--- src/hdl/pds_pkg.sv ---
// ----------------------------------------------------------------------------
// pds_pkg: constants and helpers for the PLL divider search unit
// Holds the synthesizer constants, search bounds and dead zone handling.
// ----------------------------------------------------------------------------
package pds_pkg;

    localparam int unsigned FREQ_W   = 18;
    localparam int unsigned VCO_W    = 22;
    localparam int unsigned DIV_W    = 6;
    localparam int unsigned POST_W   = 2;
    localparam int unsigned NUM_W    = 23;
    localparam int unsigned DEN_W    = 5;
    localparam int unsigned STEP_W   = 5;
    localparam int unsigned SHIFT_W  = FREQ_W + 3;

    // Reference frequency times eight, in kHz.
    localparam logic [NUM_W-1:0]   REF_SCALED  = 23'd114544;
    // Numerator at the first reference divider, REF_SCALED * (65 - 1).
    localparam logic [NUM_W-1:0]   NUM_FIRST   = 23'd7330816;
    localparam logic [6:0]         DIV_BASE    = 7'd65;

    localparam logic [SHIFT_W-1:0] VCO_LOW     = 21'd110000;
    localparam logic [SHIFT_W-1:0] VCO_HIGH    = 21'd220000;
    localparam logic [FREQ_W-1:0]  DIST_START  = 18'd250000;

    localparam logic [DIV_W-1:0]   N_FIRST     = 6'd40;
    localparam logic [DIV_W-1:0]   N_LAST      = 6'd62;
    localparam logic [DIV_W-1:0]   M_FIRST     = 6'd1;
    localparam logic [DIV_W-1:0]   M_LAST      = 6'd62;
    localparam logic [POST_W-1:0]  P_LAST      = 2'd3;

    localparam logic [STEP_W-1:0]  DIV_STEPS_LAST = 5'(NUM_W - 1);

    // Moves a target out of the two frequency bands the synthesizer cannot hit.
    function automatic logic [FREQ_W-1:0] leave_dead_zones(input logic [FREQ_W-1:0] f);
        logic [FREQ_W-1:0] r;
        r = f;
        if (f > 18'd55000 && f < 18'd57250)
        begin
            r = (f > 18'd56125) ? 18'd57350 : 18'd54900;
        end
        else if (f > 18'd114000 && f < 18'd119000)
        begin
            r = (f > 18'd116500) ? 18'd119150 : 18'd112500;
        end
        return r;
    endfunction

endpackage

--- src/hdl/pll_divider_search_unit.sv ---
// ----------------------------------------------------------------------------
// pll_divider_search_unit: divider search for an N/M/P clock synthesizer
// Finds the n, m, p triple whose output comes closest to a requested frequency.
//
//   channel   ports                                          handshake
//   request   target_freq                                    start, busy
//   result    found, n_div, m_div, post_div, actual_freq     done
//
// busy is high from the cycle after acceptance through the done cycle. The
// sequencer checks each post divider in turn (at most four) and sweeps every n
// and m for each post divider whose shifted target lies in the VCO range (at
// most two). For every n a bit-serial divider runs two 23-bit divisions; the
// m sweep then steps the quotient by a subtract of the precomputed increment,
// one m a cycle. Reset clears the sequencer; the result strobe done lasts one
// cycle and the receiver cannot stall it.
// ----------------------------------------------------------------------------
module pll_divider_search_unit
    import pds_pkg::*;
(
    input  logic                clk,
    input  logic                rst_n,
    input  logic                start,
    output logic                busy,
    input  logic [FREQ_W-1:0]   target_freq,
    output logic                done,
    output logic                found,
    output logic [DIV_W-1:0]    n_div,
    output logic [DIV_W-1:0]    m_div,
    output logic [POST_W-1:0]   post_div,
    output logic [VCO_W-1:0]    actual_freq
);

    typedef enum logic [2:0] {
        ST_IDLE,
        ST_PCHECK,
        ST_DIV_BASE,
        ST_DIV_STEP,
        ST_SEARCH,
        ST_DONE
    } state_t;

    state_t              state_reg;
    logic [FREQ_W-1:0]   f_reg;
    logic [FREQ_W-1:0]   shifted_reg;
    logic [POST_W-1:0]   p_reg;
    logic [DIV_W-1:0]    n_reg;
    logic [DIV_W-1:0]    m_reg;

    // Bit-serial divider.
    logic [NUM_W-1:0]    num_reg;
    logic [NUM_W-1:0]    quo_reg;
    logic [DEN_W-1:0]    rem_reg;
    logic [STEP_W-1:0]   cnt_reg;

    // Running quotient and remainder of the m sweep, and the step per m.
    logic [VCO_W-1:0]    q_reg;
    logic [DEN_W-1:0]    r_reg;
    logic [VCO_W-1:0]    qa_reg;
    logic [DEN_W-1:0]    ra_reg;

    // Best candidate so far.
    logic [FREQ_W-1:0]   best_reg;
    logic                hit_reg;
    logic [DIV_W-1:0]    bn_reg;
    logic [DIV_W-1:0]    bm_reg;
    logic [POST_W-1:0]   bp_reg;
    logic [VCO_W-1:0]    bq_reg;

    logic [DEN_W-1:0]    den;
    logic [DEN_W:0]      rem_shift;
    logic                q_bit;
    logic [DEN_W-1:0]    rem_next;
    logic [NUM_W-1:0]    quo_next;
    logic [SHIFT_W-1:0]  sh_full;
    logic                p_ok;
    logic [VCO_W-1:0]    cand_dist;
    logic                borrow;
    logic [VCO_W-1:0]    q_next;
    logic [DEN_W-1:0]    r_next;

    assign den = DEN_W'(DIV_BASE - {1'b0, n_reg});

    always_comb
    begin
        rem_shift = {rem_reg, num_reg[NUM_W-1]};
        q_bit     = (rem_shift >= {1'b0, den});
        rem_next  = q_bit ? DEN_W'(rem_shift - {1'b0, den}) : rem_shift[DEN_W-1:0];
        quo_next  = {quo_reg[NUM_W-2:0], q_bit};
    end

    always_comb
    begin
        sh_full = SHIFT_W'(f_reg) << p_reg;
        p_ok    = (sh_full >= VCO_LOW) && ((p_reg == '0) || (sh_full <= VCO_HIGH));
    end

    always_comb
    begin
        if (q_reg >= VCO_W'(shifted_reg))
        begin
            cand_dist = q_reg - VCO_W'(shifted_reg);
        end
        else
        begin
            cand_dist = VCO_W'(shifted_reg) - q_reg;
        end
        // Moving to the next m takes REF_SCALED off the numerator.
        borrow = (r_reg < ra_reg);
        if (borrow)
        begin
            q_next = q_reg - qa_reg - VCO_W'(1);
            r_next = DEN_W'({1'b0, r_reg} + {1'b0, den} - {1'b0, ra_reg});
        end
        else
        begin
            q_next = q_reg - qa_reg;
            r_next = r_reg - ra_reg;
        end
    end

    always_ff @(posedge clk or negedge rst_n)
    begin
        if (!rst_n)
        begin
            state_reg   <= ST_IDLE;
            f_reg       <= '0;
            shifted_reg <= '0;
            p_reg       <= '0;
            n_reg       <= N_FIRST;
            m_reg       <= M_FIRST;
            num_reg     <= '0;
            quo_reg     <= '0;
            rem_reg     <= '0;
            cnt_reg     <= '0;
            q_reg       <= '0;
            r_reg       <= '0;
            qa_reg      <= '0;
            ra_reg      <= '0;
            best_reg    <= DIST_START;
            hit_reg     <= 1'b0;
            bn_reg      <= '0;
            bm_reg      <= '0;
            bp_reg      <= '0;
            bq_reg      <= '0;
        end
        else
        begin
            case (state_reg)
                ST_IDLE:
                begin
                    if (start)
                    begin
                        f_reg     <= leave_dead_zones(target_freq);
                        p_reg     <= '0;
                        best_reg  <= DIST_START;
                        hit_reg   <= 1'b0;
                        bn_reg    <= '0;
                        bm_reg    <= '0;
                        bp_reg    <= '0;
                        bq_reg    <= '0;
                        state_reg <= ST_PCHECK;
                    end
                end

                ST_PCHECK:
                begin
                    if (p_ok)
                    begin
                        shifted_reg <= sh_full[FREQ_W-1:0];
                        n_reg       <= N_FIRST;
                        num_reg     <= NUM_FIRST;
                        rem_reg     <= '0;
                        cnt_reg     <= '0;
                        state_reg   <= ST_DIV_BASE;
                    end
                    else if (p_reg == P_LAST)
                    begin
                        state_reg <= ST_DONE;
                    end
                    else
                    begin
                        p_reg <= p_reg + POST_W'(1);
                    end
                end

                ST_DIV_BASE:
                begin
                    if (cnt_reg == DIV_STEPS_LAST)
                    begin
                        // Quotient and remainder for the first m.
                        q_reg     <= quo_next[VCO_W-1:0];
                        r_reg     <= rem_next;
                        num_reg   <= REF_SCALED;
                        rem_reg   <= '0;
                        cnt_reg   <= '0;
                        state_reg <= ST_DIV_STEP;
                    end
                    else
                    begin
                        num_reg <= num_reg << 1;
                        quo_reg <= quo_next;
                        rem_reg <= rem_next;
                        cnt_reg <= cnt_reg + STEP_W'(1);
                    end
                end

                ST_DIV_STEP:
                begin
                    num_reg <= num_reg << 1;
                    quo_reg <= quo_next;
                    rem_reg <= rem_next;
                    cnt_reg <= cnt_reg + STEP_W'(1);
                    if (cnt_reg == DIV_STEPS_LAST)
                    begin
                        qa_reg    <= quo_next[VCO_W-1:0];
                        ra_reg    <= rem_next;
                        m_reg     <= M_FIRST;
                        state_reg <= ST_SEARCH;
                    end
                end

                ST_SEARCH:
                begin
                    if (cand_dist < VCO_W'(best_reg))
                    begin
                        best_reg <= cand_dist[FREQ_W-1:0];
                        hit_reg  <= 1'b1;
                        bn_reg   <= n_reg;
                        bm_reg   <= m_reg;
                        bp_reg   <= p_reg;
                        bq_reg   <= q_reg;
                    end
                    q_reg <= q_next;
                    r_reg <= r_next;
                    if (m_reg == M_LAST)
                    begin
                        if (n_reg == N_LAST)
                        begin
                            if (p_reg == P_LAST)
                            begin
                                state_reg <= ST_DONE;
                            end
                            else
                            begin
                                p_reg     <= p_reg + POST_W'(1);
                                state_reg <= ST_PCHECK;
                            end
                        end
                        else
                        begin
                            n_reg     <= n_reg + DIV_W'(1);
                            num_reg   <= NUM_FIRST;
                            rem_reg   <= '0;
                            cnt_reg   <= '0;
                            state_reg <= ST_DIV_BASE;
                        end
                    end
                    else
                    begin
                        m_reg <= m_reg + DIV_W'(1);
                    end
                end

                ST_DONE:
                begin
                    state_reg <= ST_IDLE;
                end

                default:
                begin
                    state_reg <= ST_IDLE;
                end
            endcase
        end
    end

    // The best fields stay zero when no candidate was accepted.
    assign busy        = (state_reg != ST_IDLE);
    assign done        = (state_reg == ST_DONE);
    assign found       = hit_reg;
    assign n_div       = bn_reg;
    assign m_div       = bm_reg;
    assign post_div    = bp_reg;
    assign actual_freq = bq_reg >> bp_reg;

endmodule

--- config.mk ---
export PLATFORM = sky130hd
export DESIGN_NAME = pll_divider_search_unit
export DESIGN_NICKNAME = d
export VERILOG_FILES = /design/src/hdl/pds_pkg.sv /design/src/hdl/pll_divider_search_unit.sv
export SDC_FILE = /design/constraint.sdc
export NUM_CORES = 1
export LEC_CHECK = 0
export BUFFER_PORTS_ARGS = -buffer_cell sky130_fd_sc_hd__buf_2
export CORE_MARGIN = 2
export CORE_UTILIZATION = 25
export CTS_CLUSTER_DIAMETER = 150
export CTS_CLUSTER_SIZE = 12
export DETAILED_ROUTE_END_ITERATION = 7
export HOLD_SLACK_MARGIN = 0.06
export PLACE_DENSITY = 0.48
export SYNTH_ARGS = -nofsm -noshare
export SYNTH_HDL_FRONTEND = slang
export SYNTH_SLANG_ARGS = --single-unit
--- constraint.sdc ---
create_clock -name clk -period 6 [get_ports clk]
set_input_delay 1.8 -clock clk [delete_from_list [all_inputs] [get_ports clk]]
set_output_delay 1.8 -clock clk [all_outputs]
set_load 0.1 [all_outputs]
Word level (Yosys, flattened, before mapping)
Index checks and enable logic that the tools add are counted.
Word-level totals
  bits in registers: 216
  input port bits: 21
  logic and storage cells: 157
Operators by class
  add/sub/neg operators: 13
  $lt $le $gt $ge: 12
  equal/unequal tests: 21
  shift-type cells: 2
  multiplexer cells: 64
  reduce and logical (&&, ||, !) cells: 25
Operators with widths (number)
  $mux W22: 5
  $mux W23: 4
  $pmux W23 S4: 1
  $pmux W22 S2: 2
  $mux W18: 4
  $mux W6: 8
  $pmux W6 S2: 4
  $pmux W21 S2: 1
  $mux W5: 8
  $pmux W5 S4: 2
  $gt A18 B16 Y1 const B: 2
  $gt A18 B17 Y1 const B: 2
  $pmux W18 S2: 1
  $mux W3: 8
  $ge A22 B18 Y1: 1
  $lt A22 B18 Y1: 1
  $ne A2 B2 Y1 const B: 11
  $shr A22 B2 Y22: 1
  $sub A18 B22 Y22: 1
  $sub A22 B1 Y22 const B: 1
  $sub A22 B18 Y22: 1
  $sub A22 B22 Y22: 1
  $ge A21 B17 Y1 const B: 1
  $le A21 B18 Y1 const B: 1
  other kinds (39): 65

Logic depth before layout (Yosys ltp)
Gate-level depths: netlist (run 1).
  depth after elaboration: 6
  gate-level depth with buffers: 24
  depth with buffers taken out: 20

Worst setup path before layout (run 1)
No wires, ideal clock.
  path type: register to output
  start: reg bp_reg[1] (netlist: post_div[1])
  end: out actual_freq[19]
  data arrival time: 3.945 ns
  data required time: 4.200 ns
  path slack: 0.255 ns
  cell stages (with the launch flop): 5
  cells stage by stage: dfrtp_1 > clkbuf_1 > clkbuf_1 > mux2i_1 > o21ai_0
Between the ends
  word-level cells in the longest chain between the ends: 1
RTL lines
  start, declared: line pll_divider_search_unit.sv:66  | logic [POST_W-1:0] bp_reg;
  start signal, assigned: line pll_divider_search_unit.sv:230  | bp_reg <= p_reg;
  $shr A22 B2 Y22: line pll_divider_search_unit.sv:284  | assign actual_freq = bq_reg >> bp_reg;
  end, declared: line pll_divider_search_unit.sv:30  | output logic [VCO_W-1:0] actual_freq
No other way between the ends.

Worst setup path after layout (run 1)
  start: reg q_reg[0]
  end: reg best_reg[2]
Between the ends
  word-level cells in the longest chain between the ends: 5
  elaborated cells on any way between the ends: 9
  classes of those cells: 2 x add/sub; 2 x order compare; 1 x eq/ne; 3 x mux; 1 x reduce/logical
RTL lines
  start, declared: line pll_divider_search_unit.sv:56  | logic [VCO_W-1:0] q_reg;
  start signal, assigned: line pll_divider_search_unit.sv:191  | q_reg <= quo_next[VCO_W-1:0];
  start signal, assigned: line pll_divider_search_unit.sv:233  | q_reg <= q_next;
  $sub A18 B22 Y22, or another cell as far along: line pll_divider_search_unit.sv:105  | cand_dist = VCO_W'(shifted_reg) - q_reg;
  $mux W22 *: line pll_divider_search_unit.sv:99  | if (q_reg >= VCO_W'(shifted_reg))
  $lt A22 B18 Y1: line pll_divider_search_unit.sv:224  | if (cand_dist < VCO_W'(best_reg))
  $ne A2 B2 Y1 (no source line)
  $reduce_and A3 Y1 (no source line)
  end signal, assigned: line pll_divider_search_unit.sv:226  | best_reg <= cand_dist[FREQ_W-1:0];
  end, declared: line pll_divider_search_unit.sv:62  | logic [FREQ_W-1:0] best_reg;
Every way passes the cells marked *; elsewhere a longest branch is shown, timed or not. The select of a mux whose other input is x is not followed.
A chain may end at the register's enable or synchronous reset.

==> metrics.md, run 1 <==
| Metric | Value |
|---|---|
| # rows | 89 |
| Number of routed nets with antenna violations | 0 |
| Crit path kind | reg2reg |
| Crit path launch type | register |
| Post-CTS Setup Inserts | 0 |
| Root Driver | clkbuf_16 |
| Hold bufs inserted after CTS | 0 |
| Util after Layout | approximately 28% |
| Post-DP HPWL | 32790 um |
| Reg2reg path depth | 22 |
| Dominant cell type by area after synthesis | dfrtp_1 |
| Die width | about 250 um |
| Critical path's largest stage delay | between 0.4 and 0.5 ns |
| CTS HTree Levels | 1 |
| RSZ-0062 raised after global routing | no |
| Placer Congestion | about 0.90 |
| Hold WC Path Type | reg2reg |
| Starting Density | 25.26% |
| Hold Path Stages | 2 |
| Slowest CP cell | a21boi_0 |
| TritonCTS clock tree | yes |
| Share of layout cells above drive strength 1 | 11.41% |
| Routed wire per std cell | between 15 and 20 um |
| Synth Area per Inst | ~9 sq um |
| Max Root-Sink Buffers | 3 |
| Clock Skew | around 0.017 ns |
| Die Footprint | 61600 sq um |
| First-pass GRT wire length | just over 70000 um |
| Worst path depth | 22 |
| Post-synthesis sequential area ratio | 35.67% |
| Yosys reg bits | 212 |
| Die Height | 248.2 um |
| Post-cts gate resize count | 0 |
| Worst path required time | 6.42 ns |
| Worst path bufs/invs | 4 |
| # DRC | 0 |
| Ys async rst share | 100.0% |
| Post-DR vias/cell | 4.907 |
| DRT Pass-1 Iters | 5 |
| Final worst path period need | between 5 and 6 ns |
| Critical path fanouts, max | between 50 and 60 |
| Total wire length | around 44000 um |
| Top cells by area, synth | dfrtp_1 (34%), ha_1 (8.4%), nand2_1 (6.8%) |
| DRT iter0 DRCs | a little under 700 |
| Antenna violations before repair | 1 |
| CP Data Arrival Time | about 5.9 ns |
| Maxcap violations | 0 |
| Synth warnings | 0 |
| CTS Sinks | between 200 and 250 |
| Cell count after synthesis | roughly 1700 |
| Core Box Area | 59020 sq um |
| Endpoints failing setup | 0 |
| Port bufs | between 50 and 60 |
| Layout Nets | ~1800 |
| Tcrit/Tclk final | approximately nine tenths |
| Critical Path End Type | register |
| Clk slew on worst S/H paths | 0.06 ns |
| Status | finished, final reports clean |
| Routed via count | approximately 12000 |
| Synthesized Nets | approximately 1800 |
| EDFF count, synth | 0 |
| Share of the synthesized area in the top cell type | between 30% and 40% |
| # IOs | 60 |
| Largest net degree at the start of global routing | 99 |
| Max Clk Rate | 182.5 MHz |
| TritonCTS buffer count | 21 |
| Clock insertion delay at the later pin of the skew report | between 0.5 and 0.6 ns |
| Synth Flop Type | dfrtp_1 |
| Number of global-route vias before repair | around 12000 |
| GR Overflow Total | 0 |
| Crit path max-delay family | compound AO/OA/AOI/OAI gates |
| Worst Tran Pin Value | around 1.2 ns |
| Post-Syn Area | ~15000 sq um |
| Final hold violations | 0 |
| Total Routing Usage GR | between 10% and 20% |
| Pins Over Slew Limit | 0 |
| Post-synthesis cell type count | between 80 and 90 |
| Critical path cell sequence | inv_1 > ha_1 > inv_1 > fa_1 > a21oi_1 > o2111ai_1 > a21boi_0 > o211ai_1 > buf_4 > mux2_2 > a221oi_1 > o21ai_0 > xor2_1 > ha_1 > nand4_1 > nor2_1 > nor4_1 > o2111ai_1 > a221oi_1 > nand4_1 > buf_12 > mux2_2 |
| Setup TNS | 0 ns |
| Area Growth Syn to Fin | 11.59% |
| Slew HR | between 10% and 20% |
[layout make-up]
cell class / count / area (sq um)
timing repair buffer: 82 / 503.0
fill: 6345 / 42380
clock buffer: 33 / 570.5
clock inverter: 2 / 38.79
antenna: 1 / 2.502
sequential: 212 / 5318
inverter: 133 / 499.2
multi-input combinational: 1256 / 8736
tap: 773 / 967.2
[worst paths after layout]
check                           slack (ns)                  from                      end
min in group asynchronous             1.24                 rst_n   bq_reg[16]$_DFFE_PN0P_
max in group asynchronous             3.74                 rst_n     m_reg[0]$_DFFE_PN1P_
worst min-delay path                  0.48     found$_DFFE_PN0P_        found$_DFFE_PN0P_
worst min register to register        0.48     found$_DFFE_PN0P_        found$_DFFE_PN0P_
worst max register to register        0.52  q_reg[0]$_DFFE_PN0P_  best_reg[2]$_DFFE_PN0P_
worst max-delay path                  0.52  q_reg[0]$_DFFE_PN0P_  best_reg[2]$_DFFE_PN0P_
[logic make-up after synthesis]
family | Yosys count | share of synthesized area (%)
AO/OA/AOI/OAI | 413 | 17.56
XOR/XNOR | 65 | 3.819
adder cells (fa/ha/maj) | 109 | 9.602
buffers and inverters | 216 | 5.917
flip-flops | 212 | 35.67
multiplexers | 116 | 10.52
AND/OR/NAND/NOR | 553 | 16.91
[worst register-to-register path: stages, from the launching register on]
cell       delay (ns)
dfrtp_1          0.40
inv_1            0.11
ha_1             0.16
inv_1            0.05
fa_1             0.39
a21oi_1          0.23
o2111ai_1        0.20
a21boi_0         0.41
o211ai_1         0.29
buf_4            0.27
mux2_2           0.31
a221oi_1         0.25
o21ai_0          0.14
xor2_1           0.22
ha_1             0.29
nand4_1          0.12
nor2_1           0.06
nor4_1           0.25
o2111ai_1        0.16
a221oi_1         0.25
nand4_1          0.19
buf_12           0.25
mux2_2           0.37
[synthesized netlist by cell type (5+ instances only)]
master and number:
o21a_1 9, o21ai_0 132, nor4_1 9, xnor2_1 43, nand2_1 269, a311oi_1 5
and2_1 14, ha_1 100, nand3_1 40, nand4_1 23, o2111ai_1 6, nor3_1 23
o31ai_1 14, inv_1 131, and3_1 14, mux4_2 24, a21oi_1 103, mux2_2 33
a211oi_1 13, a22oi_1 18, nor3b_1 6, dfstp_2 10, fa_1 9, a21o_1 26
dfrtp_1 202, nor2b_1 15, a31oi_1 9, or3_1 12, a221oi_1 6, nand2b_1 11
mux2i_1 55, buf_2 20, nor2_1 95, a21boi_0 5, clkbuf_1 55, o22ai_1 6
xor2_1 22, o211ai_1 13
[metrics by stage]
step	worst slack (ns)	cells	area [sq um]	hold slack, ns
detailed placement	0.5701	2456	16020	0.4580
floorplan	0.2548	1684	14910	0.4477
finish	0.5206	2492	16630	0.4790
global placement	0.7459	2456	16020	0.4590
CTS	0.5201	2491	16630	0.4811
global route	0.006590	2491	16630	0.5029
[layout by cell type (no fill, tap or decap), types with 13 or more instances in the layout]
cell	count
nor2b_1	15
xor2_1	22
a21oi_1	103
and2_1	14
clkbuf_16	21
dfrtp_1	202
nor2_1	92
o21ai_0	132
a211oi_1	13
nor3_1	22
nand2_1	268
xnor2_1	43
a21o_1	26
mux2i_1	55
ha_1	100
mux4_2	24
and3_1	14
nand3_1	40
nand4_1	23
inv_1	131
buf_4	21
mux2_2	33
a22oi_1	18
o211ai_1	13
o31ai_1	14
buf_2	58
[per-layer routing]
layer / wire [um] / part of all wire, % / vias to the layer above / GRT usage [%]
li1: - / - / 5990 / -
met1: 20540 / 47 / 6008 / 19.44
met2: 20350 / 46 / 176 / 23.78
met3: 1874 / 4.3 / 53 / 2.704
met4: 1174 / 2.7 / 0 / 3.869
met5: 0 / 0 / - / 0
Power of run 1 is left out: the tool's default activity adds up to more than one toggle a clock period on the data nets, which glitch-free logic cannot reach.
==> run 2, diff against run 1 <==
clock period = 5.11 ns   (was 6 ns; I/O delays follow)
==> run 2 against run 1 <==
Effect of this change: highest routed layer unchanged; non-clock buffer count increased by 65; clock skew increased by 0.017 ns; via count increased by 3.0%; sequential share of layout area decreased by 1.2 points; critical path depth increased by 1; count of clock-buffer cells in the layout increased by 3.
==> metrics.md, run 2 (same netlist as run 1, synthesis figures left out) <==
| Metric | Value |
|---|---|
| Clock Skew | 0.03456 ns (+0.01734 ns) |
| Largest net degree at the start of global routing | 108 (+9.1%) |
| DRT Pass-1 Iters | 5 (unchanged) |
| Final hold violations | 0 (unchanged) |
| Tcrit/Tclk final | 94.77% (+3.4 points) |
| Critical path fanouts, max | 17 (-69%) |
| Hold WC Path Type | reg2reg |
| Crit path kind | reg2reg |
| Most frequent cells in the layout | nand2_1 (267), dfrtp_1 (202), inv_1 (130), o21ai_0 (130), a21oi_1 (100) |
| CTS Sinks | 212 (unchanged) |
| Reg2reg path depth | 23 (+4.5%) |
| Root Driver | clkbuf_16 |
| Post-DR vias/cell | 4.919 (+0.26%) |
| Maxcap violations | 0 (unchanged) |
| TritonCTS buffer count | 21 (unchanged) |
| Max Root-Sink Buffers | 3 (unchanged) |
| Final worst path period need | 4.843 ns (-0.6366 ns) |
| Clk slew on worst S/H paths | 0.08 ns (+0.02 ns) |
| # DRC | 0 (unchanged) |
| Routed via count | 12589 (+3.0%) |
| Routed wire per std cell | 17.53 um (-0.56%) |
| # IOs | 60 (unchanged) |
| Placer Congestion | 0.8889 (-1.0%) |
| CTS HTree Levels | 1 (unchanged) |
| Starting Density | 25.26% (unchanged) |
| Total Routing Usage GR | 14.68% (+0.22 points) |
| # rows | 89 (unchanged) |
| Hold Path Stages | 2 (unchanged) |
| Diode count | 0 (-1) |
| Crit path launch type | register |
| Antenna violations before repair | 1 (unchanged) |
| Critical Path End Type | register |
| Post-DP HPWL | 34160 um (+4.2%) |
| Endpoints failing setup | 0 (unchanged) |
| Status | finished, final reports clean |
| Clock insertion delay at the later pin of the skew report | 0.55 ns (about the same) |
| Pins Over Slew Limit | 0 (unchanged) |
| DRT iter0 DRCs | 689 (+0.58%) |
| Commonest non-fill, non-tap cell in the layout | nand2_1 |
| Layout Nets | 1901 (+3.5%) |
| Hold slack | 0.4795 ns (+0.0004270 ns) |
| First-pass GRT wire length | 71890 um (+2.1%) |
| Total wire length | 44870 um (+2.1%) |
| Share of layout cells above drive strength 1 | 15.73% (+4.3 points) |
| CP Data Arrival Time | 5.24 ns (-0.66 ns) |
| Port bufs | 59 (unchanged) |
| Die Height | 248.2 um (unchanged) |
| Slew HR | 23.07% (+4.0 points) |
| Worst Tran Pin Value | 1.154 ns (-0.05958 ns) |
| Die width | 248.2 um (unchanged) |
| Worst path required time | 5.51 ns (-0.91 ns) |
| GR Overflow Total | 0 (unchanged) |
| Number of routed nets with antenna violations | 0 (unchanged) |
| Core Box Area | 59020 sq um (unchanged) |
| Die Footprint | 61600 sq um (unchanged) |
| Setup TNS | 0 ns (unchanged) |
| TritonCTS clock tree | yes |
| Number of global-route vias before repair | 12563 (+1.0%) |
| Area Growth Syn to Fin | 16.01% |
| Max Clk Rate | 206.5 MHz (+13%) |
[run 2: timing repair]
item | 4_1_cts | 5_1_grt
gates cloned | 0 | 2
hold buffers | 0 | 0
pin swaps | 0 | 12
resized for setup | 1 | 25
buffers inserted | 0 | 6
endpoints found under the setup margin | 27 | 55
[run 2: worst max-delay path: stages, from the launching register on]
cell	delay, ns
dfrtp_1	0.35
inv_1	0.07
ha_1	0.33
buf_4	0.17
nand4_1	0.19
nor2_1	0.10
a311oi_2	0.32
o211ai_1	0.16
buf_4	0.19
o21ba_2	0.23
a221oi_4	0.32
o21bai_1	0.14
xnor2_1	0.27
ha_1	0.28
nand4_1	0.09
nor2_1	0.06
nor4_1	0.28
o2111ai_1	0.17
a221oi_2	0.20
nand4_1	0.12
buf_4	0.17
buf_12	0.16
buf_12	0.16
mux2i_1	0.13
[run 2: area by class of cell]
class	instances	area (sq um)
clock buffers	36	581.8
clock inverters	2	38.79
fillers	6299	41730
inverters	133	499.2
multi-input cells	1256	8851
flip-flops and latches	212	5318
well taps	773	967.2
repair buffers	147	1037
[run 2: layer usage]
| metal | wire, um | GRT usage (%) | vias to the layer above | part of all wire, % |
|---|---|---|---|---|
| met5 | 0 | 0 | - | 0 |
| met4 | 1145 | 3.694 | 0 | 2.6 |
| met3 | 1414 | 1.498 | 54 | 3.2 |
| met2 | 21420 | 24.88 | 200 | 48 |
| met1 | 20890 | 19.99 | 6200 | 47 |
| li1 | - | - | 6135 | - |
[run 2: final timing paths]
path | start | end | slack [ns]
setup / recovery | shifted_reg[2]$_DFFE_PN0P_ | m_div[3]$_DFFE_PN0P_ | 0.27
hold / removal | num_reg[4]$_DFFE_PN0P_ | num_reg[4]$_DFFE_PN0P_ | 0.48
setup reg to reg | shifted_reg[2]$_DFFE_PN0P_ | m_div[3]$_DFFE_PN0P_ | 0.27
hold reg to reg | num_reg[4]$_DFFE_PN0P_ | num_reg[4]$_DFFE_PN0P_ | 0.48
max in group asynchronous | rst_n | num_reg[9]$_DFFE_PN0P_ | 3.14
min in group asynchronous | rst_n | best_reg[6]$_DFFE_PN0P_ | 0.94
[run 2: stage by stage]
step	instances	util, %	setup slack (ns)	instance area, sq um
3_5_place_dp	2513	27.93	0.03267	16480
3_3_place_gp	2513	27.93	0.08833	16480
4_1_cts	2551	28.98	0.01172	17100
2_1_floorplan	1684	-	-0.03085	14920
5_1_grt	2559	29.30	-0.02087	17290
6_report	2559	29.30	0.2672	17290
Power of run 2 is left out for the same reason.
==> run 3, diff against run 2 <==
PLACE_DENSITY = not set   (was 0.48)
==> run 3 against run 2 <==
Effect of this change: cell area grew 0.10%; non-clock buffer count fell by 2; sequential cell count stayed put; critical path type unchanged; setup slack worse by 0.032 ns; count of clock-buffer cells in the layout decreased by 2; critical path depth is 2 higher; critical endpoint is now n_div[1]$_DFFE_PN0P_; global-route usage is 0.45 points lower; sequential share of layout area is essentially flat.
==> metrics.md, run 3 (same netlist as run 1, synthesis figures left out) <==
| Metric | Value |
|---|---|
| Pins Over Slew Limit | 0 (unchanged) |
| Crit path kind | reg2reg |
| CP Data Arrival Time | 5.26 ns (+0.02 ns) |
| Setup TNS | 0 ns (unchanged) |
| CP dominant cell by count | buf_4 |
| Commonest non-fill, non-tap cell in the layout | nand2_1 |
| DRT iter0 DRCs | 819 (+19%) |
| Largest net degree at the start of global routing | 106 (-1.9%) |
| DRT Pass-1 Iters | 5 (unchanged) |
| Hold bufs inserted after CTS | 0 (unchanged) |
| Post-DR vias/cell | 5.003 (+1.7%) |
| CTS Sinks | 212 (unchanged) |
| Reg-to-reg setup timing slack | 0.24 ns (-0.03 ns) |
| Tcrit/Tclk final | 95.39% (+0.62 points) |
| CTS HTree Levels | 1 (unchanged) |
| Critical path's largest stage delay | 0.39 ns (+0.04 ns) |
| Die Footprint | 61600 sq um (unchanged) |
| # IOs | 60 (unchanged) |
| Worst Tran Pin Value | 1.128 ns (-0.02624 ns) |
| TritonCTS clock tree | yes |
| Util after Layout | 29.33% (+0.030 points) |
| Diode count | 0 (unchanged) |
| Clk slew on worst S/H paths | 0.07 ns (about the same) |
| # DRC | 0 (unchanged) |
| Max Root-Sink Buffers | 3 (unchanged) |
| Crit path launch type | register |
| Post-DP HPWL | 32990 um (-3.4%) |
| Total wire length | 43800 um (-2.4%) |
| Critical path fanouts, max | 19 (+2) |
| Starting Density | 25.26% (unchanged) |
| # rows | 89 (unchanged) |
| Final hold violations | 0 (unchanged) |
| Endpoints failing setup | 0 (unchanged) |
| Clock Skew | 0.01440 ns (-0.02016 ns) |
| Critical Path End Type | register |
| Area Growth Syn to Fin | 16.12% |
| Final worst path period need | 4.874 ns (+0.03155 ns) |
| Total Routing Usage GR | 14.23% (-0.45 points) |
| Port bufs | 59 (unchanged) |
| Die Height | 248.2 um (unchanged) |
| Number of routed nets with antenna violations | 0 (unchanged) |
| Most frequent cells in the layout | nand2_1 (264), dfrtp_1 (201), inv_1 (131), o21ai_0 (130), a21oi_1 (99) |
| GR Overflow Total | 0 (unchanged) |
| Die width | 248.2 um (unchanged) |
| Clock insertion delay at the later pin of the skew report | 0.53 ns (-0.02 ns) |
| TritonCTS buffer count | 21 (unchanged) |
| Fillers | 6254 (-0.71%) |
| Share of layout cells above drive strength 1 | 16.11% (+0.38 points) |
| Routed via count | 12777 (+1.5%) |
| Hold WC Path Type | reg2reg |
| Antenna violations before repair | 0 (-1) |
| Status | finished, final reports clean |
| Placer Congestion | 0.9264 (+4.2%) |
| Slowest CP cell | dfrtp_1 |
| Root Driver | clkbuf_16 |
| Worst path required time | 5.49 ns (-0.02 ns) |
| Max Clk Rate | 205.2 MHz (-0.65%) |
| Layout Nets | 1899 (-0.11%) |
| Routed wire per std cell | 17.15 um (-2.2%) |
| First-pass GRT wire length | 70060 um (-2.6%) |
| Maxcap violations | 0 (unchanged) |
| Slew HR | 24.82% (+1.7 points) |
| Core Box Area | 59020 sq um (unchanged) |
| Number of global-route vias before repair | 12623 (+0.48%) |
-- run 3: cell types whose count changed in the layout (fill, tap and decap cells not counted), sizes merged --
| cell | change |
|---|---|
| buf | -1 |
| bufbuf | +1 |
| clkbuf | -3 |
| clkdlybuf4s15 | -1 |
| inv | -1 |
-- run 3: critical path, delay by kind of cell, from the launching register on --
family	cells	cell delay, ns
and+or+nand+nor	2	0.25
AOI/OAI and AO/OA	11	2.05
xor gates and xnor gates	1	0.16
adders and majority gates	3	0.76
DFF	1	0.39
buffers and inverters	7	0.97
muxes	1	0.12
-- run 3: layout make-up --
| type | instances | area [sq um] | area share [%] |
|---|---|---|---|
| flip-flops and latches | 212 | 5319 | 30.73 |
| repair buffers | 145 | 1001 | 5.782 |
| clock buffers | 34 | 574.3 | 3.318 |
| well taps | 773 | 967.2 | 5.587 |
| clock inverters | 1 | 30.03 | 0.1735 |
| inverters | 133 | 499.2 | 2.884 |
| multi-input cells | 1256 | 8920 | 51.53 |
-- run 3: repair_timing --
action / in CTS / in global routing
setup buffers: 3 / 6
cloned: 1 / 0
setup endpoints to repair: 42 / 55
resized for setup: 2 / 35
pin swaps: 3 / 15
-- run 3: worst paths after layout --
kind	from	depth (start not counted)	endpoint
min in group asynchronous	rst_n	1	bq_reg[17]$_DFFE_PN0P_
worst max register to register	q_reg[0]$_DFFE_PN0P_	25	n_div[1]$_DFFE_PN0P_
worst max-delay path	q_reg[0]$_DFFE_PN0P_	25	n_div[1]$_DFFE_PN0P_
worst min register to register	num_reg[21]$_DFFE_PN0P_	1	num_reg[22]$_DFFE_PN0P_
max in group asynchronous	rst_n	2	m_reg[0]$_DFFE_PN1P_
worst min-delay path	num_reg[21]$_DFFE_PN0P_	1	num_reg[22]$_DFFE_PN0P_
-- run 3: per-stage QoR --
stage / cells / instance area, sq um / worst slack, ns / hold slack, ns
finish: 2554 / 17310 / 0.2356 / 0.4793
detailed placement: 2509 / 16430 / -0.1213 / 0.4680
CTS: 2548 / 17100 / 0.01879 / 0.4835
floorplan: 1684 / 14920 / -0.03085 / 0.4477
global placement: 2509 / 16430 / 0.001858 / 0.4596
global route: 2554 / 17310 / -0.01761 / 0.5043
-- run 3: metal layers --
layer  GRT usage [%]  part of all wire (%)
met4           4.359                   2.7
met5               0                     0
met2           23.03                    46
met3           1.961                   5.0
met1           19.65                    46
Power of run 3 is left out for the same reason.
